===== config.mk =====
export PLATFORM = sky130hd
export DESIGN_NAME = line_fir_threshold_detector_top
export DESIGN_NICKNAME = d
export VERILOG_FILES = /design/src/rtl/lfir_pkg.sv /design/src/rtl/lfir_cell.sv /design/src/rtl/lfir_col_ctrl.sv /design/src/rtl/lfir_sum.sv /design/src/rtl/line_fir_threshold_detector_top.sv
export SDC_FILE = /design/constraint.sdc
export NUM_CORES = 2
export LEC_CHECK = 0
export ABC_AREA = 1
export BUFFER_PORTS_ARGS = -buffer_cell sky130_fd_sc_hd__buf_2
export CAP_MARGIN = 5
export CORE_ASPECT_RATIO = 1.4
export CORE_MARGIN = 2
export CORE_UTILIZATION = 61
export CTS_BUF_LIST = sky130_fd_sc_hd__clkbuf_4 sky130_fd_sc_hd__clkbuf_8
export DETAILED_ROUTE_END_ITERATION = 12
export PLACE_DENSITY_LB_ADDON = 0.3
export SLEW_MARGIN = 5
export SYNTH_ARGS = -nofsm -noshare
export SYNTH_HDL_FRONTEND = slang
export SYNTH_SLANG_ARGS = --single-unit

===== constraint.sdc =====
create_clock -name clock -period 5.2 [get_ports clock]
set_clock_uncertainty 0.1 [all_clocks]
set_input_delay 0.26 -clock clock [delete_from_list [all_inputs] [get_ports clock]]
set_output_delay 0.26 -clock clock [all_outputs]
set_load 0.03 [all_outputs]

===== src/rtl/lfir_pkg.sv =====
package lfir_pkg;

   localparam int TAPS       = 9;
   localparam int PIXEL_BITS = 8;
   localparam int MAX_ROW    = 4096;

   localparam int PIXEL_FIELD_BITS = 8;
   localparam int INDEX_BITS       = 4;
   localparam int COEF_BITS        = 16;
   localparam int SUM_BITS         = 28;
   localparam int ROW_BITS         = 13;

   localparam int COUNT_BITS = $clog2(MAX_ROW + 1);
   localparam int LIMIT_BITS = (COUNT_BITS > ROW_BITS) ? COUNT_BITS : ROW_BITS;

   localparam int PROD_BITS = PIXEL_BITS + 1 + COEF_BITS;
   localparam int GROUP     = 4;
   localparam int GROUPS    = (TAPS + GROUP - 1) / GROUP;
   localparam int GSUM_BITS = PROD_BITS + $clog2(GROUP);
   localparam int ACC_BITS  = GSUM_BITS + $clog2(GROUPS) + 1;

   localparam int CENTRE_TAP = TAPS / 2;

   localparam int PIXEL_LSB  = 0;
   localparam int INDEX_LSB  = PIXEL_LSB + PIXEL_FIELD_BITS;
   localparam int WEIGHT_LSB = INDEX_LSB + INDEX_BITS;

   localparam int REQ_TDATA_BITS = 32;
   localparam int RSP_TDATA_BITS = 40;
   localparam int CSR_DATA_BITS  = 28;
   localparam int CSR_INDEX_BITS = 1;

   localparam logic OP_PIXEL = 1'b0;
   localparam logic OP_COEF  = 1'b1;

   localparam logic [CSR_INDEX_BITS-1:0] CSR_THRESHOLD  = 1'b0;
   localparam logic [CSR_INDEX_BITS-1:0] CSR_ROW_LENGTH = 1'b1;

   localparam logic [ROW_BITS-1:0] ROW_LENGTH_RESET = 13'd1024;

   typedef logic [PIXEL_BITS-1:0]              pixel_type;
   typedef logic signed [COEF_BITS-1:0]        coef_type;
   typedef logic signed [PROD_BITS-1:0]        prod_type;
   typedef prod_type [TAPS-1:0]                prod_row_type;
   typedef logic signed [SUM_BITS-1:0]         sum_type;
   typedef logic [ROW_BITS-1:0]                row_type;

   typedef struct packed {
      logic                        valid;
      logic [PIXEL_FIELD_BITS-1:0] centre;
   } stage_type;

endpackage


===== src/rtl/lfir_cell.sv =====
module lfir_cell (
   input  logic                clock,
   input  logic                reset,
   input  logic                shift_en,
   input  lfir_pkg::pixel_type pixel_in,
   output lfir_pkg::pixel_type pixel_out,
   input  logic                coef_we,
   input  lfir_pkg::coef_type  coef_data,
   output lfir_pkg::prod_type  prod_out
);
   import lfir_pkg::*;

   pixel_type pixel_ff;
   coef_type  coef_ff;
   prod_type  prod_ff;
   prod_type  prod_in;

   assign prod_in = $signed({1'b0, pixel_in}) * coef_ff;

   always_ff @(posedge clock) begin
      if (reset) begin
         coef_ff <= '0;
      end else if (coef_we) begin
         coef_ff <= coef_data;
      end
   end

   always_ff @(posedge clock) begin
      if (shift_en) begin
         pixel_ff <= pixel_in;
         prod_ff  <= prod_in;
      end
   end

   assign pixel_out = pixel_ff;
   assign prod_out  = prod_ff;

endmodule


===== src/rtl/lfir_col_ctrl.sv =====
module lfir_col_ctrl (
   input  logic              clock,
   input  logic              reset,
   input  logic              pixel_take,
   input  lfir_pkg::row_type row_length,
   output logic              emit
);
   import lfir_pkg::*;

   logic [COUNT_BITS-1:0] count_ff;
   logic [COUNT_BITS-1:0] count_in;
   logic [COUNT_BITS-1:0] count_inc;
   logic [LIMIT_BITS-1:0] row_wide;
   logic [LIMIT_BITS-1:0] limit;
   logic [LIMIT_BITS-1:0] inc_wide;

   always_comb begin
      count_inc = (count_ff == COUNT_BITS'(MAX_ROW)) ? count_ff : count_ff + 1'b1;
      inc_wide  = LIMIT_BITS'(count_inc);
      row_wide  = LIMIT_BITS'(row_length);
      limit     = (row_wide > LIMIT_BITS'(MAX_ROW)) ? LIMIT_BITS'(MAX_ROW) : row_wide;
      emit      = pixel_take && (inc_wide >= LIMIT_BITS'(TAPS)) && (inc_wide <= limit);
      count_in  = count_ff;
      if (pixel_take) begin
         count_in = (inc_wide >= limit) ? '0 : count_inc;
      end
   end

   always_ff @(posedge clock) begin
      if (reset) begin
         count_ff <= '0;
      end else begin
         count_ff <= count_in;
      end
   end

endmodule


===== src/rtl/lfir_sum.sv =====
module lfir_sum (
   input  logic                   clock,
   input  logic                   reset,
   input  lfir_pkg::stage_type    stage_in,
   input  lfir_pkg::prod_row_type prods,
   input  lfir_pkg::sum_type      threshold,
   output logic                   take_ready,
   output logic                   out_valid,
   input  logic                   out_ready,
   output lfir_pkg::sum_type      weighted_sum,
   output logic                   above_threshold,
   output logic [lfir_pkg::PIXEL_FIELD_BITS-1:0] centre_pixel
);
   import lfir_pkg::*;

   localparam logic signed [ACC_BITS-1:0] ACC_MAX = ACC_BITS'((2 ** (SUM_BITS - 1)) - 1);
   localparam logic signed [ACC_BITS-1:0] ACC_MIN = ACC_BITS'(-(2 ** (SUM_BITS - 1)));

   logic signed [GSUM_BITS-1:0] gsum_ff [GROUPS];
   logic signed [GSUM_BITS-1:0] gsum_in [GROUPS];
   logic                        v2_ff;
   logic                        v2_in;
   logic [PIXEL_FIELD_BITS-1:0] centre2_ff;
   logic                        v3_ff;
   logic                        v3_in;
   sum_type                     sum3_ff;
   sum_type                     sum3_in;
   logic                        above3_ff;
   logic [PIXEL_FIELD_BITS-1:0] centre3_ff;
   logic signed [ACC_BITS-1:0]  total;
   logic                        free2;
   logic                        free3;

   assign free3 = !v3_ff || out_ready;
   assign free2 = !v2_ff || free3;
   assign v2_in = free2 ? stage_in.valid : v2_ff;
   assign v3_in = free3 ? v2_ff : v3_ff;

   always_comb begin
      for (int g = 0; g < GROUPS; g++) begin
         gsum_in[g] = '0;
         for (int j = 0; j < GROUP; j++) begin
            if (g * GROUP + j < TAPS) begin
               gsum_in[g] = gsum_in[g] + GSUM_BITS'($signed(prods[g * GROUP + j]));
            end
         end
      end
   end

   always_comb begin
      total = '0;
      for (int g = 0; g < GROUPS; g++) begin
         total = total + ACC_BITS'(gsum_ff[g]);
      end
      if (total > ACC_MAX) begin
         sum3_in = SUM_BITS'(ACC_MAX);
      end else if (total < ACC_MIN) begin
         sum3_in = SUM_BITS'(ACC_MIN);
      end else begin
         sum3_in = total[SUM_BITS-1:0];
      end
   end

   always_ff @(posedge clock) begin
      if (reset) begin
         v2_ff <= 1'b0;
         v3_ff <= 1'b0;
      end else begin
         v2_ff <= v2_in;
         v3_ff <= v3_in;
      end
   end

   always_ff @(posedge clock) begin
      if (free2) begin
         gsum_ff    <= gsum_in;
         centre2_ff <= stage_in.centre;
      end
      if (free3) begin
         sum3_ff    <= sum3_in;
         above3_ff  <= (sum3_in >= threshold);
         centre3_ff <= centre2_ff;
      end
   end

   assign take_ready      = free2;
   assign out_valid       = v3_ff;
   assign weighted_sum    = sum3_ff;
   assign above_threshold = above3_ff;
   assign centre_pixel    = centre3_ff;

endmodule


===== src/rtl/line_fir_threshold_detector_top.sv =====
// A pixel word's result passes the registered cell products, group sums and final sum before it shows on rsp_tvalid.
// Throughput: one input word per cycle, pixel or coefficient, while the result side keeps up.
// Each pixel passes the cell row with its multipliers, one group adder stage and one final
// add, saturate and compare stage; a stalled result admits two more result-producing pixels.
// Synchronous reset clears the pipeline, the column count, all coefficients, the
// threshold (to zero) and the row length (to 1024).
module line_fir_threshold_detector_top (
   input  logic                                  clock,
   input  logic                                  reset,
   input  logic                                  req_tvalid,
   output logic                                  req_tready,
   // pixel[7:0], tap_index[11:8], tap_weight[27:12], zero fill
   input  logic [lfir_pkg::REQ_TDATA_BITS-1:0]   req_tdata,
   // operation[0]
   input  logic [0:0]                            req_tuser,
   output logic                                  rsp_tvalid,
   input  logic                                  rsp_tready,
   // weighted_sum[27:0], above_threshold[28], centre_pixel[36:29], zero fill
   output logic [lfir_pkg::RSP_TDATA_BITS-1:0]   rsp_tdata,
   input  logic                                  csr_valid,
   output logic                                  csr_ready,
   input  logic [lfir_pkg::CSR_INDEX_BITS-1:0]   csr_index,
   input  logic [lfir_pkg::CSR_DATA_BITS-1:0]    csr_data
);
   import lfir_pkg::*;

   sum_type      threshold_ff;
   row_type      row_length_ff;
   logic         v1_ff;
   logic         v1_in;
   logic [PIXEL_FIELD_BITS-1:0] centre1_ff;
   logic         free1;
   logic         free2;
   logic         accept;
   logic         pixel_take;
   logic         coef_take;
   logic         emit;
   pixel_type    new_pixel;
   logic [INDEX_BITS-1:0] tap_index;
   coef_type     tap_weight;
   pixel_type    win_in  [TAPS];
   pixel_type    win_out [TAPS];
   prod_row_type prods;
   stage_type    stage1;
   sum_type      weighted_sum;
   logic         above_threshold;
   logic [PIXEL_FIELD_BITS-1:0] centre_pixel;

   assign accept     = req_tvalid && req_tready;
   assign pixel_take = accept && (req_tuser[0] == OP_PIXEL);
   assign coef_take  = accept && (req_tuser[0] == OP_COEF);
   assign new_pixel  = PIXEL_BITS'(req_tdata[PIXEL_LSB +: PIXEL_FIELD_BITS]);
   assign tap_index  = req_tdata[INDEX_LSB +: INDEX_BITS];
   assign tap_weight = req_tdata[WEIGHT_LSB +: COEF_BITS];

   assign csr_ready = 1'b1;

   always_ff @(posedge clock) begin
      if (reset) begin
         threshold_ff  <= '0;
         row_length_ff <= ROW_LENGTH_RESET;
      end else if (csr_valid && csr_ready) begin
         unique case (csr_index)
            CSR_THRESHOLD:  threshold_ff  <= csr_data[SUM_BITS-1:0];
            CSR_ROW_LENGTH: row_length_ff <= csr_data[ROW_BITS-1:0];
            default: ;
         endcase
      end
   end

   for (genvar i = 0; i < TAPS; i++) begin : g_cell
      if (i == TAPS - 1) begin : g_head
         assign win_in[i] = new_pixel;
      end else begin : g_link
         assign win_in[i] = win_out[i + 1];
      end

      lfir_cell u_cell (
         .clock     (clock),
         .reset     (reset),
         .shift_en  (pixel_take),
         .pixel_in  (win_in[i]),
         .pixel_out (win_out[i]),
         .coef_we   (coef_take && (tap_index == INDEX_BITS'(i))),
         .coef_data (tap_weight),
         .prod_out  (prods[i])
      );
   end

   lfir_col_ctrl u_col_ctrl (
      .clock      (clock),
      .reset      (reset),
      .pixel_take (pixel_take),
      .row_length (row_length_ff),
      .emit       (emit)
   );

   assign free1      = !v1_ff || free2;
   assign req_tready = free1;
   assign v1_in      = free1 ? emit : v1_ff;

   always_ff @(posedge clock) begin
      if (reset) begin
         v1_ff <= 1'b0;
      end else begin
         v1_ff <= v1_in;
      end
   end

   always_ff @(posedge clock) begin
      if (pixel_take) begin
         centre1_ff <= PIXEL_FIELD_BITS'(win_in[CENTRE_TAP]);
      end
   end

   assign stage1.valid  = v1_ff;
   assign stage1.centre = centre1_ff;

   lfir_sum u_sum (
      .clock           (clock),
      .reset           (reset),
      .stage_in        (stage1),
      .prods           (prods),
      .threshold       (threshold_ff),
      .take_ready      (free2),
      .out_valid       (rsp_tvalid),
      .out_ready       (rsp_tready),
      .weighted_sum    (weighted_sum),
      .above_threshold (above_threshold),
      .centre_pixel    (centre_pixel)
   );

   assign rsp_tdata = RSP_TDATA_BITS'({centre_pixel, above_threshold, weighted_sum});

`ifndef SYNTHESIS
   a_reset_empties: assert property (@(posedge clock)
      $past(reset) |-> !v1_ff && !rsp_tvalid)
      else $error("pipeline not empty after reset");

   a_stall_holds: assert property (@(posedge clock) disable iff (reset)
      v1_ff && !free2 |=> v1_ff)
      else $error("stalled first stage lost its word");

   a_coef_no_result: assert property (@(posedge clock) disable iff (reset)
      coef_take |=> !v1_ff)
      else $error("coefficient write produced a result");

   a_accept_space: assert property (@(posedge clock) disable iff (reset)
      accept |-> !v1_ff || free2)
      else $error("word accepted with first stage blocked");
`endif

endmodule


Word-level counts from Yosys, hierarchy flattened
Cells that the tools add are included.

word-level totals
  register bits after elaboration = 614
  bits of input ports = 67
  output and inout port bits = 43
  logic and storage cells = 103

operators by class
  add/subtract/negate cells = 9
  multiply operators = 9
  $lt $le $gt $ge = 7
  equality and inequality tests = 9
  multiplexer cells = 5
  bitwise operators = 2
  reductions and logical operators = 23

operators with widths
  cell                     count
  $mul A9 B16 Y25          9
  $mux W28                 2
  $add A26 B25 Y27         2
  $add A27 B25 Y27         2
  $add A25 B25 Y26         2
  $mux W13                 3
  $gt A30 B28 Y1 const B   1
  $lt A30 B28 Y1 const B   1
  $add A28 B25 Y29         1
  $add A27 B27 Y28         1
  $ge A28 B28 Y1           1
  $eq A4 B3 Y1 const B     4
  $logic_and A1 B1 Y1      14
  $add A13 B1 Y13 const B  1
  $eq A13 B13 Y1 const B   1
  $ge A13 B13 Y1           1
  $ge A13 B4 Y1 const B    1
  $gt A13 B13 Y1 const B   1
  $le A13 B13 Y1           1
  $eq A4 B2 Y1 const B     2
  $eq A4 B1 Y1 const B     1
  $eq A4 B4 Y1 const B     1
  $logic_not A4 Y1         1
  $reduce_and A2 Y1        2
  3 further kinds          8

Logic depth before layout (Yosys ltp)
  depth after elaboration = 8
  gate-level depth with buffers = 27

Cells and area by module
Synthesis repeated with hierarchy kept, for this count alone.

second synthesis, totals
  cell total of the unflattened synthesis = 10079
  area, all modules = 77693.3 um2

by module, submodules not included
  module                             instances  cells each  area each (um2)  seq. area each (um2)
  lfir_cell at g_cell[1].u_cell ...  3          915         6937.9           1311.3
  lfir_cell at g_cell[5].u_cell ...  2          927         6899.1           1311.3
  lfir_sum                           1          1277        12097.9          3763.6
  lfir_cell at g_cell[0].u_cell      1          922         6870.3           1311.3
  lfir_cell at g_cell[4].u_cell      1          915         6855.3           1311.3
  lfir_cell at g_cell[7].u_cell      1          913         6854.1           1311.3
  lfir_cell at g_cell[8].u_cell      1          911         6826.5           1311.3
  line_fir_threshold_detector_top    1          289         2122.0           1081.0
  lfir_col_ctrl                      1          253         1455.1           260.2

Least setup slack after synthesis
No wires, ideal clock.

  path type = reg-to-reg
  start point = register u_sum.v3_ff (netlist: u_sum.out_valid)
  end point = register g_cell[0].u_cell.prod_ff[0], enable pin
  library setup time = 0.526 ns
  arrival = 5.384 ns
  data required time = 4.574 ns
  path slack = -0.810 ns
  cell stages (with the launch flop) = 7
  buffers on the path = 1
  period minus slack after synthesis = 6.010 ns
  cell sequence = dfxtp_1 > nand2_1 > nor2_2 > nand2_2 > nand2_1 > nor2_1 > buf_2

between the ends
  cells in the longest elaborated chain, start to end = 6

RTL lines
  item                           line                                   RTL
  from (decl)                    lfir_sum.sv:24                         logic v3_ff;
  from (signal assigned)         lfir_sum.sv:70                         v3_ff <= v3_in;
  $logic_not A1 Y1               lfir_sum.sv:34                         assign free3 = !v3_ff || out_ready;
  $logic_or A1 B1 Y1             lfir_sum.sv:34
  net u_sum.free3                lfir_sum.sv:32                         logic free3;
  $logic_or A1 B1 Y1             lfir_sum.sv:35                         assign free2 = !v2_ff || free3;
  $logic_or A1 B1 Y1             line_fir_threshold_detector_top.sv:98  assign free1 = !v1_ff || free2;
  net req_tready                 line_fir_threshold_detector_top.sv:11  output logic req_tready,
  $logic_and A1 B1 Y1            line_fir_threshold_detector_top.sv:49  assign accept = req_tvalid && req_tready;
  $logic_and A1 B1 Y1            line_fir_threshold_detector_top.sv:50  assign pixel_take = accept && (req_tuser[0] == OP_PIXEL);
  net g_cell[0].u_cell.shift_en  lfir_cell.sv:4                         input logic shift_en,
  to (signal assigned)           lfir_cell.sv:31                        prod_ff <= prod_in;
  to (decl)                      lfir_cell.sv:15                        prod_type prod_ff;

The timed path passes the listed nets, and every way through them passes these cells.
A chain may end at the register's enable or synchronous reset.

Worst setup path after layout
  start point = register g_cell[4].u_cell.pixel_ff[4]
  end point = register g_cell[3].u_cell.prod_ff[20] (data pin)

between the ends
  cells in the longest elaborated chain, start to end = 1

RTL lines
  item                              line             RTL
  from (decl)                       lfir_cell.sv:13  pixel_type pixel_ff;
  from (signal assigned)            lfir_cell.sv:30  pixel_ff <= pixel_in;
  $mul A9 B16 Y25                   lfir_cell.sv:18  assign prod_in = $signed({1'b0, pixel_in}) * coef_ff;
  net g_cell[3].u_cell.prod_in[20]  lfir_cell.sv:16  prod_type prod_in;
  to (signal assigned)              lfir_cell.sv:31
  to (decl)                         lfir_cell.sv:15

The timed path passes the listed nets, and every way through them passes these cells.

==> flow_metrics.tcl <==
set metrics [dict create \
    fin_total_pwr_mw 22.94 \
    cts_made_buffers 102 \
    finalWorstSetupSlack_ns 0.2111 \
    leakagePower_nw 43.62 \
    path_max_fanout 15 \
    async_flop_share_pct 0 \
    cp.required_ns 5.66 \
    vias 55250 \
    pin_count 110 \
    synth_enable_flop_cells 413 \
    hp-start "req_tvalid" \
    dp.cells 10030 \
    ys_seq_area_share_pct 22.77 \
    num_rows 149 \
    synthesis.area_mm2 0.07215 \
    drc 0 \
    die_h_um 410.9 \
    tns_ns 0 \
    antenna_found_initial 13 \
    gp_congestion 0.9841 \
    status "finished clean" \
    multiInputGateArea_mm2 0.04589 \
    die_area_mm2 0.1211 \
    viasPerCell 5.351 \
    nets 10320 \
    max_slew_margin_pct 30.74 \
    grt_usage_pct 32.44 \
    netlist-cell-type-count 52 \
    hold_viol_final 0 \
    finalCritPeriodShare_pct 95.94 \
    crit_start "g_cell[4].u_cell.pixel_out[4]" \
    worstMarginPinSlew_ns 1.039 \
    start_util_pct 61.33 \
    drt_first_pass_iters 6 \
    routed_wl_um 189500 \
    cts_buffer_depth 3 \
    hold_slack_ns 0.08246 \
    maxCapViolations 0 \
    end_kind "flop" \
    final-max-slew-violation-count 0 \
    power_density_mw_per_mm2 297.2 \
    fin_crit_ns 4.989 \
    wl_per_cell_um 18.35 \
    layout_commonest_cell "inv_1" \
    grt_pass1_vias 58610 \
    cts_root_buf "clkbuf_8" \
    met2_usage_pct 58.38 \
    grt_use_met3_pct 4.736 \
    crit_type "flop to flop" \
    instances_no_fill 10330 \
    syn2layout_area_growth_pct 6.998 \
    htree_levels 3 \
    drt_iter0_markers 3474 \
    cts_tree "yes" \
    grt_max_degree 121 \
    postSynthCellCount 8632 \
    core-area_mm2 0.1176 \
    synthFlopType "edfxtp_1" \
    place_worst_setup_slack_ns 0.1803 \
    drive_gt1_share_pct 5.202 \
    reg2reg_slack_ns 0.21 \
    vdd_drop_max_mv 0.5416 \
    dpl-instance-area_mm2 0.07381 \
    met1_usage_pct 35.05 \
    fp.dieW_um 294.7 \
    synth_seq_cells 614 \
    synth_top_area_share_pct 29.08 \
    fill_cells 9663 \
    synth_largest_area_cell "fa_1" \
    cts.sinks 614 \
    ff_latch_area_mm2 0.01643 \
    utilization_pct 65.62 \
    grt-busiest-layer "met2" \
    clkLatencyLatePin_ns 0.84 \
    clkTransAtPathRegs_ns 0.07 \
    critPathLaunchType "flop" \
    grt_pass1_wl_um 303800 \
    grt_overflow_total 0 \
    r2r-start "g_cell[4].u_cell.pixel_out[4]" \
    stdcell_area_mm2 0.07720 \
    port_buffers 101 \
    worstHoldPathType "input pin to flop" \
    fmax_mhz 200.4 \
    arrival_ns 5.44 \
    layout_common_cells "inv_1, nand2_1, fa_1" \
    ys_warn_count 0 \
    avgSynthCellArea_um2 8.358 \
    finalSetupViolCount 0 \
    dp_hpwl_um 149600 \
    synth_area_leaders "fa_1, edfxtp_1, inv_1, ha_1, nand2_1" \
    ant_nets 0 \
]
per-layer routing:
metal / vias up / share of wire (%)
met5: - / 0.025
li1: 25820 / -
met1: 27080 / 35
met4: 8 / 7.5
met3: 629 / 5.4
met2: 1712 / 52
Yosys cell counts, drive strengths merged, types with 131 or more instances:
library cell and count:
xor2 138, nand2 1834, xnor2 131, nand3 144, a21oi 336, ha 572
inv 2228, fa 1048, edfxtp 413, o21ai 365, nor2 569, clkbuf 308
dfxtp 201
cells by family after synthesis:
| family | Yosys count | synth area share [%] |
|---|---|---|
| DFF | 614 | 22.77 |
| buffers and inverters | 2594 | 13.67 |
| xor gates and xnor gates | 269 | 3.266 |
| and+or+nand+nor | 2685 | 14.91 |
| AOI/OAI and AO/OA | 848 | 6.382 |
| adders and majority gates | 1620 | 39.00 |
| other | 2 | 0.01041 |
layout make-up:
| type | instances | share of cell area [%] |
|---|---|---|
| diodes | 13 | 0.04214 |
| clock buffers | 137 | 2.232 |
| clock inverters | 57 | 0.8396 |
| inverters | 2229 | 10.84 |
| multi-input cells | 5426 | 59.44 |
| flip-flops and latches | 614 | 21.28 |
| well taps | 1585 | 2.569 |
| repair buffers | 264 | 2.755 |
worst max-delay path, cell delays in order (launching register included):
cell      delay (ns)
edfxtp_1        0.80
nand2_1         0.11
inv_1           0.10
fa_1            0.45
fa_1            0.54
inv_1           0.05
fa_1            0.48
inv_1           0.05
fa_1            0.43
ha_1            0.35
a21oi_1         0.21
o21ai_0         0.17
a21oi_1         0.33
o21ai_0         0.22
nand3_1         0.12
nand2_1         0.07
xor2_1          0.15
flip-flops by register name, indices dropped and copies added (netlist names):
signal                   flops
u_sum.out_valid              1
u_sum.centre_pixel           8
g_cell.u_cell.pixel_out     64
u_sum.above_threshold        1
g_cell.u_cell.coef_ff      144
u_sum.centre2_ff             8
threshold_ff                28
u_sum.gsum_ff               79
row_length_ff               13
g_cell.u_cell.prod_out     225
u_sum.weighted_sum          28
v1_ff                        1
u_sum.v2_ff                  1
u_col_ctrl.count_ff         13
timing repair:
action / CTS / global route
hold buffers: 64 / 0
endpoints found under the hold margin: 169 / 0
endpoints found under the setup margin: 0 / 29
buffers inserted: 0 / 21
gates resized for setup: 0 / 5
report_power, final:
part	leakage [nW]	switching, mW	internal [mW]
Combinational	36.6	7.55	3.79
Sequential	5.77	0.442	6.10
Clock	1.23	2.30	2.76
worst paths after layout:
kind                                        end  cells past startpoint
setup / recovery  g_cell[3].u_cell.prod_out[20]                     16
hold / removal           u_col_ctrl.count_ff[4]                      6
setup reg to reg  g_cell[3].u_cell.prod_out[20]                     16
hold reg to reg               u_sum.gsum_ff[12]                      0
No activity file was read; power rests on OpenSTA's default activity.
